`src/hdl/cts_pkg.sv`:
```
package cts_pkg;

    localparam int DAC_COUNTS = 64;
    localparam int CODE_W     = 6;
    localparam int MAG_W      = 6;
    localparam int MV_W       = 10;
    localparam int VOLT_W     = 16;

    localparam logic [CODE_W-1:0] START_CODE = 6'h20;
    localparam logic [MAG_W-1:0]  STEP_CAP   = 6'd32;
    localparam int TOP_CODE_I = (DAC_COUNTS - 1 > 63) ? 63 : DAC_COUNTS - 1;
    localparam logic [CODE_W-1:0] TOP_CODE   = CODE_W'(TOP_CODE_I);

    localparam logic [MV_W-1:0] MV_RESET = 10'd420;

    // search state; step kept as sign + magnitude (magnitude 1..32)
    typedef struct packed {
        logic              have_previous;
        logic [CODE_W-1:0] previous_code;
        logic              step_neg;
        logic [MAG_W-1:0]  step_mag;
        logic              previous_comparison;
        logic              widening;
    } cts_state_t;

    typedef struct packed {
        logic [CODE_W-1:0] code;
        logic              settled;
        logic [CODE_W-1:0] settled_code;
    } cts_result_t;

endpackage

```
`src/hdl/comparator_tracking_dac_search.sv`:
```
// Each accepted input beat gives its result beat in the next cycle (one result per sample).
// Throughput: 1 sample per cycle while the output is not stalled; the search update and the voltage multiply
// fit between the search state and the output register.
// Reset (rst_n, async low): search restarts, next sample yields code 32,
// millivolts_per_count returns to 420, output register empties.
module comparator_tracking_dac_search (
    input  logic                        clk,
    input  logic                        rst_n,
    input  logic                        cfg_valid,
    output logic                        cfg_ready,
    input  logic [cts_pkg::MV_W-1:0]    cfg_data,
    input  logic                        in_valid,
    output logic                        in_ready,
    input  logic                        comparator_high,
    output logic                        out_valid,
    input  logic                        out_ready,
    output logic [cts_pkg::CODE_W-1:0]  dac_code,
    output logic                        converged,
    output logic [cts_pkg::VOLT_W-1:0]  voltage_mv
);
    import cts_pkg::*;

    cts_state_t  state_reg;
    cts_state_t  state_next;
    cts_result_t result;
    logic [MV_W-1:0]   mv_reg;
    logic              out_valid_reg;
    logic [CODE_W-1:0] code_reg;
    logic              conv_reg;
    logic [VOLT_W-1:0] volt_reg;
    logic [VOLT_W-1:0] volt_next;
    logic [CODE_W+MV_W:0] product;
    logic in_fire;

    cts_step u_step (
        .state      (state_reg),
        .comp       (comparator_high),
        .state_next (state_next),
        .result     (result)
    );

    assign cfg_ready = 1'b1;
    assign in_ready  = !out_valid_reg || out_ready;
    assign in_fire   = in_valid && in_ready;

    assign product   = (CODE_W+MV_W+1)'({1'b0, result.settled_code} + (CODE_W+1)'(1))
                       * (CODE_W+MV_W+1)'(mv_reg);
    assign volt_next = result.settled ? product[VOLT_W-1:0] : '0;

    always_ff @(posedge clk or negedge rst_n)
    begin
        if (!rst_n)
        begin
            state_reg.have_previous       <= 1'b0;
            state_reg.previous_code       <= '0;
            state_reg.step_neg            <= 1'b0;
            state_reg.step_mag            <= MAG_W'(1);
            state_reg.previous_comparison <= 1'b0;
            state_reg.widening            <= 1'b1;
            mv_reg                        <= MV_RESET;
            out_valid_reg                 <= 1'b0;
        end
        else
        begin
            if (cfg_valid && cfg_ready)
                mv_reg <= cfg_data;
            if (in_fire)
            begin
                state_reg     <= state_next;
                out_valid_reg <= 1'b1;
            end
            else if (out_ready)
            begin
                out_valid_reg <= 1'b0;
            end
        end
    end

    always_ff @(posedge clk)
    begin
        if (in_fire)
        begin
            code_reg <= result.code;
            conv_reg <= result.settled;
            volt_reg <= volt_next;
        end
    end

    assign out_valid  = out_valid_reg;
    assign dac_code   = code_reg;
    assign converged  = conv_reg;
    assign voltage_mv = volt_reg;

`ifndef NO_ASSERTIONS
    a_accept_gives_beat: assert property (@(posedge clk) disable iff (!rst_n)
        in_fire |=> out_valid)
        else $error("accepted sample produced no result beat");

    a_step_mag_range: assert property (@(posedge clk) disable iff (!rst_n)
        state_reg.step_mag != '0 && state_reg.step_mag <= STEP_CAP)
        else $error("step magnitude out of range");

    a_volt_zero: assert property (@(posedge clk) disable iff (!rst_n)
        out_valid && !converged |-> voltage_mv == '0)
        else $error("voltage nonzero without convergence");

    a_code_range: assert property (@(posedge clk) disable iff (!rst_n)
        out_valid |-> dac_code <= TOP_CODE)
        else $error("dac code above top of range");

    a_first_code: assert property (@(posedge clk) disable iff (!rst_n)
        in_fire && !state_reg.have_previous |=> dac_code == START_CODE && !converged)
        else $error("first sample did not start at mid-scale");
`endif

endmodule

```
`src/hdl/cts_step.sv`:
```
module cts_step (
    input  cts_pkg::cts_state_t  state,
    input  logic                 comp,
    output cts_pkg::cts_state_t  state_next,
    output cts_pkg::cts_result_t result
);
    import cts_pkg::*;

    logic             settled;
    logic [CODE_W-1:0] settled_code;
    logic             widen;
    logic [MAG_W:0]   mag_dbl;
    logic [MAG_W-1:0] mag;
    logic [MAG_W-1:0] mag_half;
    logic signed [CODE_W+1:0] sum;
    logic [CODE_W-1:0] code;

    always_comb
    begin
        settled      = 1'b0;
        settled_code = '0;
        widen        = state.widening;

        if (state.step_neg && state.step_mag == MAG_W'(1)
            && !state.previous_comparison && comp)
        begin
            settled      = 1'b1;
            settled_code = state.previous_code;
            widen        = 1'b1;
        end
        else if (!state.step_neg && state.step_mag == MAG_W'(1)
                 && state.previous_comparison && !comp)
        begin
            if (state.previous_code != '0)
            begin
                settled      = 1'b1;
                settled_code = state.previous_code - CODE_W'(1);
            end
            widen = 1'b1;
        end
        else if (state.previous_comparison != comp)
        begin
            widen = 1'b0;
        end

        mag_dbl  = {state.step_mag, 1'b0};
        mag_half = state.step_mag >> 1;
        if (widen)
        begin
            if (settled)
                mag = state.step_mag;
            else if (mag_dbl > {1'b0, STEP_CAP})
                mag = STEP_CAP;
            else
                mag = mag_dbl[MAG_W-1:0];
        end
        else
        begin
            mag = (mag_half == '0) ? MAG_W'(1) : mag_half;
        end

        if (comp)
            sum = $signed({2'b00, state.previous_code}) + $signed({2'b00, mag});
        else
            sum = $signed({2'b00, state.previous_code}) - $signed({2'b00, mag});

        if (sum < 0)
            code = '0;
        else if (sum > $signed({2'b00, TOP_CODE}))
            code = TOP_CODE;
        else
            code = sum[CODE_W-1:0];

        if (state.have_previous)
        begin
            state_next.have_previous       = 1'b1;
            state_next.previous_code       = code;
            state_next.step_neg            = !comp;
            state_next.step_mag            = mag;
            state_next.previous_comparison = comp;
            state_next.widening            = widen;
            result.code                    = code;
            result.settled                 = settled;
            result.settled_code            = settled_code;
        end
        else
        begin
            // first sample only seeds the code
            state_next               = state;
            state_next.have_previous = 1'b1;
            state_next.previous_code = START_CODE;
            result.code              = START_CODE;
            result.settled           = 1'b0;
            result.settled_code      = '0;
        end
    end

endmodule

```
`config.mk`:
```
export PLATFORM = sky130hd
export DESIGN_NAME = comparator_tracking_dac_search
export DESIGN_NICKNAME = d
export VERILOG_FILES = /design/src/hdl/cts_pkg.sv /design/src/hdl/comparator_tracking_dac_search.sv /design/src/hdl/cts_step.sv
export SDC_FILE = /design/constraint.sdc
export NUM_CORES = 1
export LEC_CHECK = 0
export ABC_AREA = 1
export BUFFER_PORTS_ARGS = -buffer_cell sky130_fd_sc_hd__buf_2
export CAP_MARGIN = 25
export CORE_ASPECT_RATIO = 1.25
export CORE_MARGIN = 2
export CORE_UTILIZATION = 66
export CTS_CLUSTER_DIAMETER = 120
export DETAILED_ROUTE_END_ITERATION = 6
export PLACE_DENSITY = 0.95
export SETUP_SLACK_MARGIN = 0.4
export SYNTH_ARGS = -nofsm -noshare
export SYNTH_HDL_FRONTEND = slang
export SYNTH_SLANG_ARGS = --single-unit
export TNS_END_PERCENT = 100
```
`constraint.sdc`:
```
create_clock -name clk -period 11.1 [get_ports clk]
set_clock_uncertainty 0.15 [all_clocks]
set_input_delay 1.665 -clock clk [delete_from_list [all_inputs] [get_ports clk]]
set_output_delay 1.665 -clock clk [all_outputs]
set_load 0.01 [all_outputs]
```
==> summary.md <==
| Metric | Value |
|---|---|
| NumNets Final | `approximately 770` |
| Buffers & Inverters on Critical Path | `8` |
| RR Endpoint | `voltage_mv[14]` |
| H-tree depth | `2` |
| DP HPWL | `approximately 9100 um` |
| Number of vias per cell | `a little under 6` |
| GP Congestion | `0.9413` |
| Synth warn | `0` |
| Port bufs | `40` |
| Initial antenna violation count | `0` |
| PwrDens | `between 150 and 200 mW/mm^2` |
| Largest area contributor in the netlist | `fa_1` |
| Hold-fix buffers at CTS | `0` |
| Crit path from | `comparator_high` |
| First-pass GRT wire length | `between 15,000 and 20,000 um` |
| Area Overhead vs Synth | `7.886%` |
| Most frequent cells in the layout | `123 x nand2_1, 112 x inv_1, 67 x nor2_1, 48 x ha_1` |
| Worst-case clock buffer depth | `2` |
| Global routing's busiest layer | `met2` |
| Slowest-stage cell, CP | `fa_1` |
| Finished Layout Cells | `754` |
| Met3 Usage GRT | `under 10%` |
| P_leak | `around 0.0029 uW` |
| Core area | `about 0.0074 sq mm` |
| Worst setup margin | `about 3.3 ns` |
| CTS Buf Count | `5` |
| Final setup vio count | `0` |
| Share of cells above drive strength 1 | `14.80%` |
| Reg clk slew, reported paths | `around 0.090 ns` |
| Reg2Reg Launch Point | `state_reg[2]` |
| CP most frequent cell | `inv_1` |
| Clk sinks | `50` |
| Final wirelength | `roughly 12,000 um` |
| Total track usage | `around 31%` |
| Tmin final | `7.782 ns` |
| Worst slack, placed | `just over 3 ns` |
| Inst Count DP | `between 700 and 800` |
| Synth Cell Area | `between 0.004 and 0.005 sq mm` |
| Fin crit share | `between 70% and 80%` |
| Arrival time worst endpoint | `~7.7 ns` |
| Fraction of the yosys area taken by sequential cells | `between 20 and 30%` |
| Initial Util | `about two thirds` |
| Crit. End Element | `flop` |
| Largest cells by area after synthesis | `fa_1 16%, edfxtp_1 14%, ha_1 12%` |
| Crit path kind | `input port to flop` |
| Required @ worst endpoint | `11.02 ns` |
| Worst reg2reg path depth | `30` |
| #FFs+latches synth | `50` |
| Worst R2R Setup Slack | `~4.3 ns` |
| Slew @ Worst Pin | `0.7487 ns` |
| Met2 usage | `a little under three fifths` |
| Final TNS setup | `0 ns` |
| Vias in the first global route | `about 4,400` |
| Crit path to | `voltage_mv[14]` |
| Final Max Tran Viols | `0` |
| Overall power | `between 1000 and 1500 uW` |
| Yosys cell types | `41` |
| Syn Nets | `727` |
| Initial DRC count | `443` |
| Max FO, Critical Path | `11` |
| Relative slew slack | `between 40% and 50%` |
| Worst IR Drop VDD | `~0.16 mV` |
| Die area | `between 0.008 and 0.009 sq mm` |
| Cts repair resizes | `0` |
| Row count | `35` |
| Vias | `between 4,000 and 5,000` |
| Number of diodes | `0` |
| Startpoint types | `input port` |
| Worst path top cell family by delay | `adder cells` |
| CP Depth | `31` |
| 1st-pass router iterations | `6` |
| CTS tree | `built` |
| DRC Markers | `0` |
| Commonest non-fill, non-tap cell in the layout | `nand2_1` |
| Worst-Skew Late Latency | `~0.3 ns` |
| Hold Crit Class | `flop to flop` |
| Routed WL per cell | `15.74 um` |
| GRT met1 Usage | `33.81%` |
| Die width | `81.71 um` |
| Status | `finished, final reports clean` |
| DRT antenna net count | `0` |
| Number of setup buffers added after CTS | `0` |
| RSZ-0062 raised after global routing | `no` |
| Largest net degree at the start of global routing | `33` |
| Slowest Stage Delay on Critical Path | `roughly 0.54 ns` |
| Fillcell total | `roughly 550` |
| Share of the synthesized area in the top cell type | `~16%` |
| Cells after synthesis | `623` |
| GRT overflow | `0` |
| Syn Area/Cell | `7.997 sq um` |
| Max Cap Viol | `0` |
| CTS root buffer | `clkbuf_8` |
| I/O pins | `42` |
| Final Hold Viols | `0` |
| Peak Freq | `between 100 and 150 MHz` |
| Core Util, Final | `73.06%` |
| Die H | `around 100 um` |
-- worst reg2reg max path, delay by kind of cell, from the launching register on --
| kind | cells | cell delay (ns) |
|---|---|---|
| AOI/OAI and AO/OA | 4 | 0.95 |
| adders and majority gates | 6 | 2.69 |
| buffers and inverters | 7 | 0.55 |
| DFF | 1 | 0.57 |
| and+or+nand+nor | 13 | 1.67 |
-- stage by stage --
stage,instance area (sq um),hold slack [ns]
detailed placement,5238,0.3198
finish,5375,0.3317
CTS,5348,0.3351
floorplan,4982,0.2982
global route,5375,0.3603
global placement,5238,0.3124
-- layout make-up --
cell class                 instances  area (sq um)  area share, %
clock inverter                     1         30.03         0.5587
sequential                        50          1374          25.56
timing repair buffer              41         227.7          4.236
clock buffer                       7         80.08          1.490
multi-input combinational        442          3090          57.50
inverter                         121         457.9          8.520
tap                               92         115.1          2.142
-- layer usage --
| layer | share of wire (%) | vias to the layer above |
|---|---|---|
| li1 | - | 2024 |
| met1 | 35 | 2025 |
| met2 | 53 | 249 |
| met3 | 6.2 | 66 |
| met4 | 5.5 | 0 |
| met5 | 0 | - |
-- cell usage after synthesis --
cell	number
a21o_1	2
a21oi_1	31
a21oi_2	1
a31oi_1	2
buf_1	1
buf_4	2
buf_6	2
clkbuf_1	5
clkinv_1	1
clkinv_2	1
conb_1	1
dfrtp_1	21
dfstp_2	6
edfxtp_1	23
fa_1	40
ha_1	48
inv_1	112
inv_2	6
inv_4	1
nand2_1	123
nand2_2	6
nand3_1	17
nand3_2	2
nand4_1	4
nor2_1	67
nor2_2	20
nor2_4	2
nor3_1	8
nor3b_2	1
o2111ai_1	1
o211ai_1	1
o21a_1	5
o21ai_0	38
o21ai_1	5
o21bai_1	3
o311ai_0	1
o31ai_1	1
or2_2	3
xnor2_1	2
xor2_1	6
xor2_2	1
-- report_power, final --
group          total [uW]  internal, uW  leakage, uW  switching [uW]
clock network         132          70.0    0.0000559            62.4
logic                 639           226      0.00229             413
registers             279           246     0.000550            32.6
-- worst min path at each step --
stage	startpoint	to	slack (ns)	depth (start not counted)
floorplan	state_reg[0]	state_reg[0]	0.30	2
global placement	state_reg[0]	state_reg[0]	0.31	2
detailed placement	state_reg[0]	state_reg[0]	0.32	2
CTS	state_reg[0]	state_reg[0]	0.34	2
global route	state_reg[0]	state_reg[0]	0.36	2
finish	state_reg[0]	state_reg[0]	0.33	2
-- kinds of logic (layout without fill, tap and decap cells) --
logic type      Yosys count  after routing  share of synthesized area [%]
compound gates           91             91                          10.02
xor+xnor                  9              9                          1.733
fa+ha+maj                88             88                          28.13
buf+inv                 131            170                          10.40
flops                    50             50                          27.57
other cells               1              1                        0.07527
simple gates            253            253                          22.07
(Power assumes the default switching activity.)
